$ cat src/scbs_ram.sv
// single-port-write, single-port-read ram with registered read data
module scbs_ram #(
  parameter int WIDTH = 16,
  parameter int DEPTH = 16
) (
  input  logic                     clk,
  input  logic                     we,
  input  logic [$clog2(DEPTH)-1:0] waddr,
  input  logic [WIDTH-1:0]         wdata,
  input  logic                     re,
  input  logic [$clog2(DEPTH)-1:0] raddr,
  output logic [WIDTH-1:0]         rdata
);

  logic [WIDTH-1:0] mem [DEPTH];

  always_ff @(posedge clk) begin
    if (we) begin
      mem[waddr] <= wdata;
    end
  end

  always_ff @(posedge clk) begin
    if (re) begin
      rdata <= mem[raddr];
    end
  end

endmodule

$ cat config.mk
export PLATFORM = sky130hd
export DESIGN_NAME = scbs_ram
export DESIGN_NICKNAME = d
export VERILOG_FILES = /design/src/scbs_ram.sv
export SDC_FILE = /design/constraint.sdc
export NUM_CORES = 1
export LEC_CHECK = 0
export BUFFER_PORTS_ARGS = -buffer_cell sky130_fd_sc_hd__buf_4
export CAP_MARGIN = 10
export CORE_ASPECT_RATIO = 1.75
export CORE_UTILIZATION = 65
export CTS_CLUSTER_SIZE = 8
export DETAILED_ROUTE_END_ITERATION = 10
export GPL_ROUTABILITY_DRIVEN = 0
export PLACE_DENSITY = 0.83
export SLEW_MARGIN = 40
export SYNTH_ARGS = -nofsm -noshare
export SYNTH_HDL_FRONTEND = slang
export SYNTH_SLANG_ARGS = --single-unit
export TNS_END_PERCENT = 100
$ cat constraint.sdc
create_clock -name clk -period 6.39 [get_ports clk]
set_input_delay 0 -clock clk [delete_from_list [all_inputs] [get_ports clk]]
set_output_delay 0 -clock clk [all_outputs]
set_load 0.02 [all_outputs]
==> results.toml <==
[route]
wl_per_cell_um = 31.1
wl_um = 22300
detail-route-antenna-nets = 0
avgViaCountPerCell = 6.96
vias = 5000
dr.pass1.iters = 6
drc = 0
first_iter_violations = 492

[setup_path]
critPathMostFrequentCell = "buf_4"
endpoint_kind = "register"
start_kind = "primary input"
crit_arrival_ns = 1.95
critical_path.cell_chain = "dlygate4sd3_1, buf_4, nand2b_1, nor2_1, buf_4"
required_ns = 6.56
critPathMaxFanout = 11
slowest_stage = "nor2_1"
worstSetupPathType = "primary input to register"
cpPeakStageDelay_ns = 0.68

[die]
die_x_um = 96.7
core_mm2 = 0.0154
die_height_um = 168
rows = 60
dieArea_mm2 = 0.0162
ios = 43
start_util_pct = 66.3

[min_path]
hp-class = "primary input to register"

[placement]
hpwl_um = 11000
port_buffers = 42
placed_cell_area_mm2 = 0.0108

[global_route]
grt_pass1_vias = 5352
grt_first_pass_wirelength_um = 32900
antenna_found_initial = 0
overflow = 0
grt_max_degree = 65
gr-usage-all-layers_pct = 28.7

[clock_network]
clockRootBuffer = "clkbuf_16"
cts_setup_buffers = 0
cts.path.max_buffers = 3
cts_buffers = 39
clock_latency_ns = 0.50
htree_levels = 2
path_clk_slew_ns = 0.05
tritoncts = "yes"
numClockSinks = 272

[synthesis]
synth_mux_area_share_pct = 14.5
synth_xor_area_share_pct = 0
synth_fa_ha_area_share_pct = 0
yosysWarnings = 0
syn_nets = 459
syn_inst = 432
synth-simple-area-share_pct = 1.89
synth-compound-area-share_pct = 2.35
ys_seq_area_share_pct = 80.0
synth_top_family_by_area = "multiplexers"
avgSynthCellArea_um2 = 23.6
synthDistinctLibCells = 18
synth_seq_cells = 272
netlist_area_mm2 = 0.0102

[sta]
slew_violations = 0
grt_setup_unrepaired = "no"
period_share_pct = 27.8
setup_viol = 0
post-route-min-period_ns = 1.78
setup-tns-final_ns = 0
hold_viol = 0
worstMarginPinSlew_ns = 0.835
fin_skew_ns = 0.0121
fmax_ghz = 0.563
slew_headroom_pct = 44.1

[layout]
final_layout_size_suffix_gt1_share_pct = 31.6
final_area_mm2 = 0.0121
nets = 559
area_delta_synth_final_pct = 18.2
n_antenna_cell = 0
final_cell_mix = "edfxtp_1 (272), buf_4 (58), mux4_2 (54)"
multi_input_area_mm2 = 0.00196
ff_latch_area_mm2 = 0.00817
layout_commonest_cell = "edfxtp_1"
final_util_pct = 78.4
fillCellCount = 731

[pwr]
powerDensity_mw_per_mm2 = 333
p_leak_nw = 4.00
peakVddDrop_v = 0.000320

[flow_run]
cap_violations = 0

[outcome]
status = "finished, final reports clean"
cells in the mapped netlist:
master / count / area share [%]
nand2b_1: 2 / 0.12
nand2_1: 17 / 0.63
buf_1: 3 / 0.11
mux4_1: 10 / 2.6
nand3b_1: 2 / 0.15
nor2b_1: 2 / 0.12
and2_1: 1 / 0.061
mux4_2: 54 / 12
nor3_1: 4 / 0.20
buf_2: 3 / 0.15
nor2_1: 13 / 0.48
a22oi_1: 32 / 2.4
clkbuf_1: 8 / 0.29
buf_6: 4 / 0.44
edfxtp_1: 272 / 80
or3b_2: 1 / 0.086
buf_4: 3 / 0.22
nand3_1: 1 / 0.049
power breakdown:
part	switching, mW	total [mW]	internal (mW)
sequential	0.0126	2.03	2.02
combinational	0.113	0.202	0.0884
clock	0.667	1.78	1.11
total	0.793	4.01	3.22
flip-flops by register name, indices dropped and copies added (netlist names):
signal / flops
mem: 256
rdata: 16
per-layer routing:
layer  vias to the layer above  routed length [um]  GRT usage (%)
li1                       2032                   -              -
met5                         -                   0              0
met4                         0                1030           17.3
met2                       330               11500           45.7
met1                      2557                7820           37.2
met3                        81                2020           5.59
critical path, delay by kind of cell:
family,cells,cell delay (ns)
AND/OR/NAND/NOR,2,0.85
buffers and inverters,3,1.09
through the flow:
| step | hold slack (ns) | std cells | power, mW | setup slack [ns] |
|---|---|---|---|---|
| 3_3_place_gp | 0.283 | 657 | 2.24 | 4.07 |
| 6_report | 0.0770 | 718 | 4.01 | 4.61 |
| 2_1_floorplan | 0.0989 | 432 | 2.16 | 4.33 |
| 5_1_grt | 0.0947 | 718 | 4.11 | 4.56 |
| 4_1_cts | 0.0603 | 717 | 4.01 | 4.66 |
| 3_5_place_dp | 0.298 | 657 | 2.25 | 4.29 |
logic make-up (layout without fill, tap and decap cells):
family,Yosys count,count (layout)
flops,272,272
mux,64,64
simple gates,43,43
compound gates,32,32
buf+inv,21,121
layout make-up:
class                           count  share of cell area (%)
Clock buffer                       41                    8.51
Multi-Input combinational cell    139                    16.2
Sequential cell                   272                    67.7
Tap cell                          186                    1.93
Timing Repair Buffer               80                    5.60
path summary, 6_finish.rpt:
check,startpoint,to,slack [ns],depth (start not counted)
worst max register to register,mem[8][10],rdata[10],4.94,3
worst min register to register,mem[15][0],rdata[0],0.74,3
worst min-delay path,waddr[3],mem[2][4],0.08,3
worst max-delay path,waddr[1],mem[10][15],4.61,5
repair_timing:
action / in CTS / in global routing
hold buffers: 19 / 0
gates resized for setup: 0 / 0
endpoints found under the setup margin: 0 / 0
hold endpoints to repair: 275 / 0
No activity file was read; power rests on OpenSTA's default activity.
