`config.mk`:
```
export PLATFORM = sky130hd
export DESIGN_NAME = scbs_apb_regs
export DESIGN_NICKNAME = d
export VERILOG_FILES = /design/src/scbs_pkg.sv /design/src/scbs_apb_regs.sv
export SDC_FILE = /design/constraint.sdc
export NUM_CORES = 1
export LEC_CHECK = 0
export BUFFER_PORTS_ARGS = -buffer_cell sky130_fd_sc_hd__buf_2
export CORE_MARGIN = 4
export CORE_UTILIZATION = 32
export DETAILED_ROUTE_END_ITERATION = 16
export GPL_TIMING_DRIVEN = 0
export PLACE_DENSITY = 0.81
export SYNTH_ARGS = -nofsm -noshare
export SYNTH_HDL_FRONTEND = slang
export SYNTH_SLANG_ARGS = --single-unit
```
`constraint.sdc`:
```
create_clock -name clk -period 1.4 [get_ports clk]
set_input_delay 0.07 -clock clk [delete_from_list [all_inputs] [get_ports clk]]
set_output_delay 0.07 -clock clk [all_outputs]
set_load 0.02 [all_outputs]
```
`src/scbs_pkg.sv`:
```
// shared types and constants of the sequence slot batch scheduler
package scbs_pkg;

  localparam int RUNNERS     = 4;
  localparam int SLOTS       = 8;
  localparam int QUEUE_DEPTH = 16;
  localparam int MAP_ENTRIES = 64;
  localparam int MAX_RESULTS = 8;

  localparam int NSLOT = RUNNERS * SLOTS;
  localparam int RW    = (RUNNERS > 1) ? $clog2(RUNNERS) : 1;
  localparam int SW    = (SLOTS > 1) ? $clog2(SLOTS) : 1;
  localparam int QW    = (NSLOT > 1) ? $clog2(NSLOT) : 1;
  localparam int HW    = $clog2(QUEUE_DEPTH);
  localparam int CW    = $clog2(QUEUE_DEPTH + 1);
  localparam int MW    = $clog2(MAP_ENTRIES);
  localparam int MCW   = $clog2(MAP_ENTRIES + 1);
  localparam int HSW   = $clog2(SLOTS + 1);
  localparam int NW    = $clog2(MAX_RESULTS + 1);
  localparam int FAW   = $clog2(NSLOT * QUEUE_DEPTH);

  typedef enum logic [2:0] {
    ST_QUEUED     = 3'd0,
    ST_BACKLOG    = 3'd1,
    ST_NO_ID      = 3'd2,
    ST_MAP_FULL   = 3'd3,
    ST_QUEUE_FULL = 3'd4,
    ST_BATCH_ITEM = 3'd5,
    ST_NO_WORK    = 3'd6
  } status_t;

  typedef enum logic [0:0] {
    REQ_ENQUEUE = 1'b0,
    REQ_ROUND   = 1'b1
  } req_t;

  typedef enum logic [0:0] {
    REG_ACTIVE_RUNNERS = 1'b0,
    REG_ACTIVE_SLOTS   = 1'b1
  } reg_idx_t;

  typedef enum logic [3:0] {
    S_IDLE,
    S_LOOK,
    S_CMP,
    S_APPLY,
    S_EMIT,
    S_RND_CHK,
    S_RND_DATA
  } state_t;

  typedef struct packed {
    logic [2:0] active_runners;
    logic [3:0] active_slots;
  } cfg_t;

  typedef struct packed {
    logic [63:0]   key;
    logic          backlog;
    logic [RW-1:0] runner;
    logic [SW-1:0] slot;
  } map_entry_t;

  typedef struct packed {
    status_t     status;
    logic [1:0]  runner;
    logic [2:0]  slot;
    logic [15:0] tag;
    logic        last;
  } result_t;

endpackage

```
`src/scbs_apb_regs.sv`:
```
// apb configuration registers
module scbs_apb_regs (
  input  logic                clk,
  input  logic                rst,
  input  logic                psel,
  input  logic                penable,
  input  logic                pwrite,
  input  logic [2:0]          paddr,
  input  logic [31:0]         pwdata,
  output logic [31:0]         prdata,
  output logic                pready,
  output scbs_pkg::cfg_t      cfg
);
  import scbs_pkg::*;

  logic     wr;
  reg_idx_t sel;

  assign pready = 1'b1;
  assign sel    = reg_idx_t'(paddr[2]);
  assign wr     = psel && penable && pwrite;

  always_ff @(posedge clk) begin
    if (rst) begin
      cfg.active_runners <= 3'd4;
      cfg.active_slots   <= 4'd8;
    end else if (wr) begin
      case (sel)
        REG_ACTIVE_RUNNERS: cfg.active_runners <= pwdata[2:0];
        REG_ACTIVE_SLOTS:   cfg.active_slots   <= pwdata[3:0];
        default: ;
      endcase
    end
  end

  always_comb begin
    case (sel)
      REG_ACTIVE_RUNNERS: prdata = {29'd0, cfg.active_runners};
      REG_ACTIVE_SLOTS:   prdata = {28'd0, cfg.active_slots};
      default:            prdata = 32'd0;
    endcase
  end

endmodule

```
==> results of run 1 <==
power by group:
group	internal [mW]	leakage, nW	switching (mW)
clock network	0.109	0.0150	0.0757
registers	0.204	0.0567	0.00295
logic	0.0865	0.412	0.115
worst min-delay path, cell delays in order:
cell and delay, ps:
buf_2 70, nor2_1 30, mux2i_1 110
cells by family (layout without fill, tap and decap cells):
logic type	after synthesis	count (layout)	share of synthesized area, %
buf+inv	32	56	40.9
flops	7	7	24.1
mux	10	10	17.9
other cells	2	29	1.29
simple gates	15	15	15.7
Yosys cell counts, drive strengths merged:
cell    number
and2         1
and4         1
and4b        1
buf         30
clkbuf       2
conb         2
dfxtp        7
mux2         3
mux2i        7
nand2b       8
nor2         4
final cells by class:
cell class	instances	area (µm²)
plain buffers	32	238
clock buffers	4	26.3
fillers	184	887
multi-input cells	54	304
flip-flops and latches	7	140
well taps	25	31.3
repair buffers	20	100
metal layers:
metal	track usage (%)	vias up	part of all wire (%)
met5	0	-	0
met4	5.38	0	0
met3	4.15	0	15
met2	17.0	31	48
met1	9.06	193	37
li1	-	252	-
stage by stage:
stage | util (%) | power, mW | instance area (µm²) | instances | hold WS [ps]
after global placement | 47.1 | 0.406 | 813 | 138 | 325
final | 48.6 | 0.593 | 840 | 142 | 77.2
after floorplan | - | 0.379 | 682 | 93 | 226
after detailed placement | 47.1 | 0.409 | 813 | 138 | 340
after global routing | 48.6 | 0.632 | 840 | 142 | 80.9
after CTS | 48.6 | 0.599 | 840 | 142 | 73.7
path summary, 6_finish.rpt:
kind,from,to,slack [ps],cells past startpoint
worst max-delay path,cfg[2],prdata[2],350,2
worst min-delay path,pwdata[3],cfg[3],80,3
worst max register to register,cfg[1],cfg[1],760,2
worst min register to register,cfg[4],cfg[4],490,2
==> results_dict.tcl, run 1 <==
set metrics [dict create \
    status "finished clean" \
    peakVddDrop_mv 0.292 \
    num_rows 15 \
    core_area_mm2 0.00173 \
    track_usage_pct 9.54 \
    cts_hold_buf 0 \
    antenna_found_initial 0 \
    arrival_ps 980 \
    finalMaxSlewViolations 0 \
    crit_path_cell_trace "mux2_2 -> buf_2" \
    worst-path-buf-inv 1 \
    yosysWarnings 0 \
    cts_max_level 1 \
    dr.pass1.iters 2 \
    path_delay_family "flip-flops" \
    drt-total-wl_um 1220 \
    layout-drive-gt1-share_pct 49.6 \
    dieArea_mm2 0.00256 \
    yosys.area.top_type "buf_4" \
    hp-class "input pin to register" \
    yosys-top-cells-area "buf_4, dfxtp_1, mux2i_1" \
    die_x_um 50.6 \
    ant_nets 0 \
    period_needed_ps 1050 \
    largest-register "cfg" \
    yosys.area.top_type_share_pct 37.5 \
    synth.avg_cell_area_um2 8.80 \
    cp_max_fo 3 \
    grt_start_max_net_pins 11 \
    cts-root-buf "clkbuf_4" \
    viasPerCell 3.35 \
    area_growth_pct 44.6 \
    rsz0062_at_grt "no" \
    drc 0 \
    routabilityCongestion 0.723 \
    wire_per_inst_um 8.59 \
    critPathSlowestCell "dfxtp_1" \
    cap_violations 0 \
    clkLatencyLatePin_ps 250 \
    drtIter0Drc 3 \
    p_leak_nw 0.484 \
    grt.overflow.total 0 \
    numPortBuffers 20 \
    ios 80 \
    grt_pass1_wl_um 1840 \
    cts.clk_slew.worst_paths_ps 50 \
    fin_nets 158 \
    p_per_area_mw_per_mm2 706 \
    cts_sinks 7 \
    mostFrequentLayoutCells "buf_4, conb_1, buf_2" \
    critPathKind "register to output pin" \
    via_count 476 \
    report.final.hold_viol_count 0 \
    initial_core_util_pct 33.6 \
    fin_skew_ps 0 \
    pre_cts_ws_ps 507 \
    netlist_instances 66 \
    fp.dieH_um 50.6 \
    crit_path_max_incr_delay_ps 320 \
    reg_top3 "cfg (7)" \
    fin_ws_ps 350 \
    yosysSeqAreaShare_pct 24.1 \
    post_cts_buffers 0 \
    syn-cell-area_um2 581 \
    start_kind "register" \
    grt_pass1_vias 429 \
    required_ps 1330 \
    largest_register_ffs 7 \
    end_kind "output pin" \
    numCtsBuffers 3 \
    cts_resized 0 \
    clock.fmax_mhz 952 \
    diodes 0 \
    cts_tree "done" \
    synth_seq_cells 7 \
    tns_ps 0 \
    synth_cell_type_count 13 \
    setup_viol 0 \
    clockBufferDepth 2 \
    min_period_over_period_pct 75.0 \
]
Power figures use the tool's default switching activity.
==> run 2, diff against run 1 <==
--- a/config.mk
+++ b/config.mk
@@ -5,12 +5,13 @@
 export SDC_FILE = /design/constraint.sdc
 export NUM_CORES = 1
 export LEC_CHECK = 0
+export ABC_AREA = 1
 export BUFFER_PORTS_ARGS = -buffer_cell sky130_fd_sc_hd__buf_2
 export CORE_MARGIN = 4
-export CORE_UTILIZATION = 32
+export CORE_UTILIZATION = 30
 export DETAILED_ROUTE_END_ITERATION = 16
 export GPL_TIMING_DRIVEN = 0
-export PLACE_DENSITY = 0.81
+export PLACE_DENSITY = 0.76
 export SYNTH_ARGS = -nofsm -noshare
 export SYNTH_HDL_FRONTEND = slang
 export SYNTH_SLANG_ARGS = --single-unit
==> constraint.sdc (replaced) <==
create_clock -name clk -period 1 [get_ports clk]
set_input_delay 0.05 -clock clk [delete_from_list [all_inputs] [get_ports clk]]
set_output_delay 0.05 -clock clk [all_outputs]
set_load 0.02 [all_outputs]
==> results_dict.tcl, run 2 <==
set metrics [dict create \
    status "finished clean" \
    wl_met2_um 622 \
    cts_sinks 7 \
    layout-drive-gt1-share_pct 41.6 \
    initial_core_util_pct 32.8 \
    clkLatencyLatePin_ps 250 \
    clockBufferDepth 2 \
    cts_hold_buf 0 \
    min_to "cfg[3]" \
    total_power_mw 0.871 \
    critPathSlowestCell "dfxtp_1" \
    grt.overflow.total 0 \
    area_growth_pct 43.3 \
    synthTopCellsByCount "buf_4, nand2_1, nor2_1, dfxtp_1, nand3_1" \
    p_comb_share_pct 35.8 \
    hp-class "input pin to register" \
    ant_nets 0 \
    die_x_um 52.4 \
    wire_per_inst_um 7.83 \
    synth.avg_cell_area_um2 6.80 \
    crit_path_cell_trace "nand2_1 -> nand2_1 -> buf_2" \
    syn-cell-area_um2 592 \
    yosys-top-cells-area "buf_4, dfxtp_1, nand2_1" \
    cap_violations 0 \
    fin_skew_ps 0 \
    wl_met3_um 176 \
    setup_viol 0 \
    crit_path_max_incr_delay_ps 350 \
    cts-root-buf "clkbuf_4" \
    tns_ps 0 \
    routabilityCongestion 0.747 \
    diodes 0 \
    drt-total-wl_um 1270 \
    ios 80 \
    reg_top3 "cfg (7)" \
    yosysSeqAreaShare_pct 23.7 \
    yosysMostFrequentCell "buf_4" \
    dpl-instance-area_um2 820 \
    grt_start_max_net_pins 11 \
    fp.dieH_um 52.4 \
    synth_edf_count 0 \
    min_period_over_period_pct 93.2 \
    peakVddDrop_mv 0.573 \
    core_area_mm2 0.00180 \
    report.final.hold_viol_count 0 \
    rsz0062_at_grt "no" \
    start_kind "register" \
    antenna_found_initial 0 \
    numPortBuffers 19 \
    routed.top_layer "met3" \
    numCtsBuffers 3 \
    worst-path-buf-inv 1 \
    drc 0 \
    yosys.area.top_type_share_pct 36.8 \
    critPathKind "register to output pin" \
    cp_max_fo 3 \
    hp-start "pwdata[3]" \
    period_needed_ps 932 \
    r2r_cells 2 \
    async_reset_ff_share_pct 0 \
    nFillCells 193 \
    p_per_area_mw_per_mm2 1030 \
    finalMaxSlewViolations 0 \
    via_count 572 \
    cts_resized 0 \
    yosysWarnings 0 \
    cp_common_cell "nand2_1" \
    switching_share_pct 35.3 \
    final_util_pct 47.1 \
    cts.clk_slew.worst_paths_ps 60 \
    cts_max_level 1 \
    cp.depth 3 \
    synth_cell_type_count 13 \
    cts_tree "done" \
    pre_cts_ws_ps 308 \
    drtIter0Drc 0 \
    final_common_cell "buf_4" \
    reg2reg_slack_ps 400 \
    r2r-end "cfg[4]" \
    track_usage_pct 9.55 \
    dieArea_mm2 0.00275 \
    rr_startpoint "cfg[4]" \
    hold_depth 3 \
    path_delay_family "flip-flops" \
    wl_met1_um 470 \
    power_switching_mw 0.307 \
    synth_flop_cell "dfxtp_1" \
    mostFrequentLayoutCells "buf_4, conb_1, nand2_1, buf_2, nor2_1" \
    arrival_ps 880 \
    seq_power_share_pct 34.0 \
    viasPerCell 3.53 \
    num_rows 15 \
    grt_pass1_wl_um 1860 \
    fin_ws_ps 68.3 \
    dp_hpwl_um 1110 \
    netlist_instances 87 \
    yosys.area.top_type "buf_4" \
    dr.pass1.iters 1 \
    clkPwrFrac_pct 30.3 \
    end_kind "output pin" \
    finalInstanceArea_um2 848 \
    synth_seq_cells 7 \
    fin_nets 178 \
    p_int_mw 0.564 \
    post_cts_buffers 0 \
    required_ps 950 \
    largest-register "cfg" \
    largest_register_ffs 7 \
    clock.fmax_mhz 1070 \
    grt_pass1_vias 466 \
    p_leak_nw 0.527 \
]
==> run 2: cell types whose count changed after synthesis, moves of 2 or more <==
cell      before  now
mux2i_1        7    0
o21ai_0        0    2
nand2b_1       8    0
inv_1          0    6
nand2_1        0   18
nand3_1        0    7
nor2_2         0    2
nor2_1         4   10
mux2_2         3    0
==> run 2: logic make-up after synthesis <==
kind of cell	count (synthesis)	share of synthesized area, %
other cells	2	1.27
flops	7	23.7
compound gates	2	1.69
buf+inv	37	44.0
simple gates	39	29.4
==> run 2: tightest hold or removal path, cell delays in order <==
cell	delay [ps]
buf_2	70
nand2_1	40
nand3_1	60
==> run 2: power by group through the flow <==
stage / clock network (mW) / registers [mW] / logic [mW]
after floorplan: 0 / 0.313 / 0.248
after detailed placement: 0 / 0.302 / 0.306
final: 0.264 / 0.296 / 0.312
after CTS: 0.273 / 0.296 / 0.307
after global placement: 0 / 0.301 / 0.304
after global routing: 0.292 / 0.297 / 0.339
==> run 2: cell type report <==
cell class / instances / area, µm² / area share, %
multi-input combinational: 70 / 293 / 34.5
buffer: 30 / 229 / 27.0
sequential: 7 / 140 / 16.5
timing repair buffer: 19 / 97.6 / 11.5
inverter: 7 / 31.3 / 3.69
tap: 25 / 31.3 / 3.69
clock buffer: 4 / 26.3 / 3.10
==> run 2: per-layer routing <==
layer	vias up	GRT usage [%]
met5	-	0
met3	0	6.27
li1	304	-
met2	33	17.1
met1	235	8.73
met4	0	2.55
==> run 2: worst max path at each step <==
stage | from | slack, ps | to
2_1_floorplan | cfg[0] | 280 | prdata[0]
3_3_place_gp | pwrite | 330 | cfg[0]
3_5_place_dp | pwrite | 310 | cfg[0]
4_1_cts | cfg[1] | 50 | prdata[1]
5_1_grt | cfg[1] | 10 | prdata[1]
6_report | cfg[4] | 70 | prdata[0]
==> run 2: stage by stage <==
step	hold WS (ps)	instances
2_1_floorplan	176	114
3_3_place_gp	266	158
3_5_place_dp	270	158
4_1_cts	1.38	162
5_1_grt	11.6	162
6_report	2.63	162
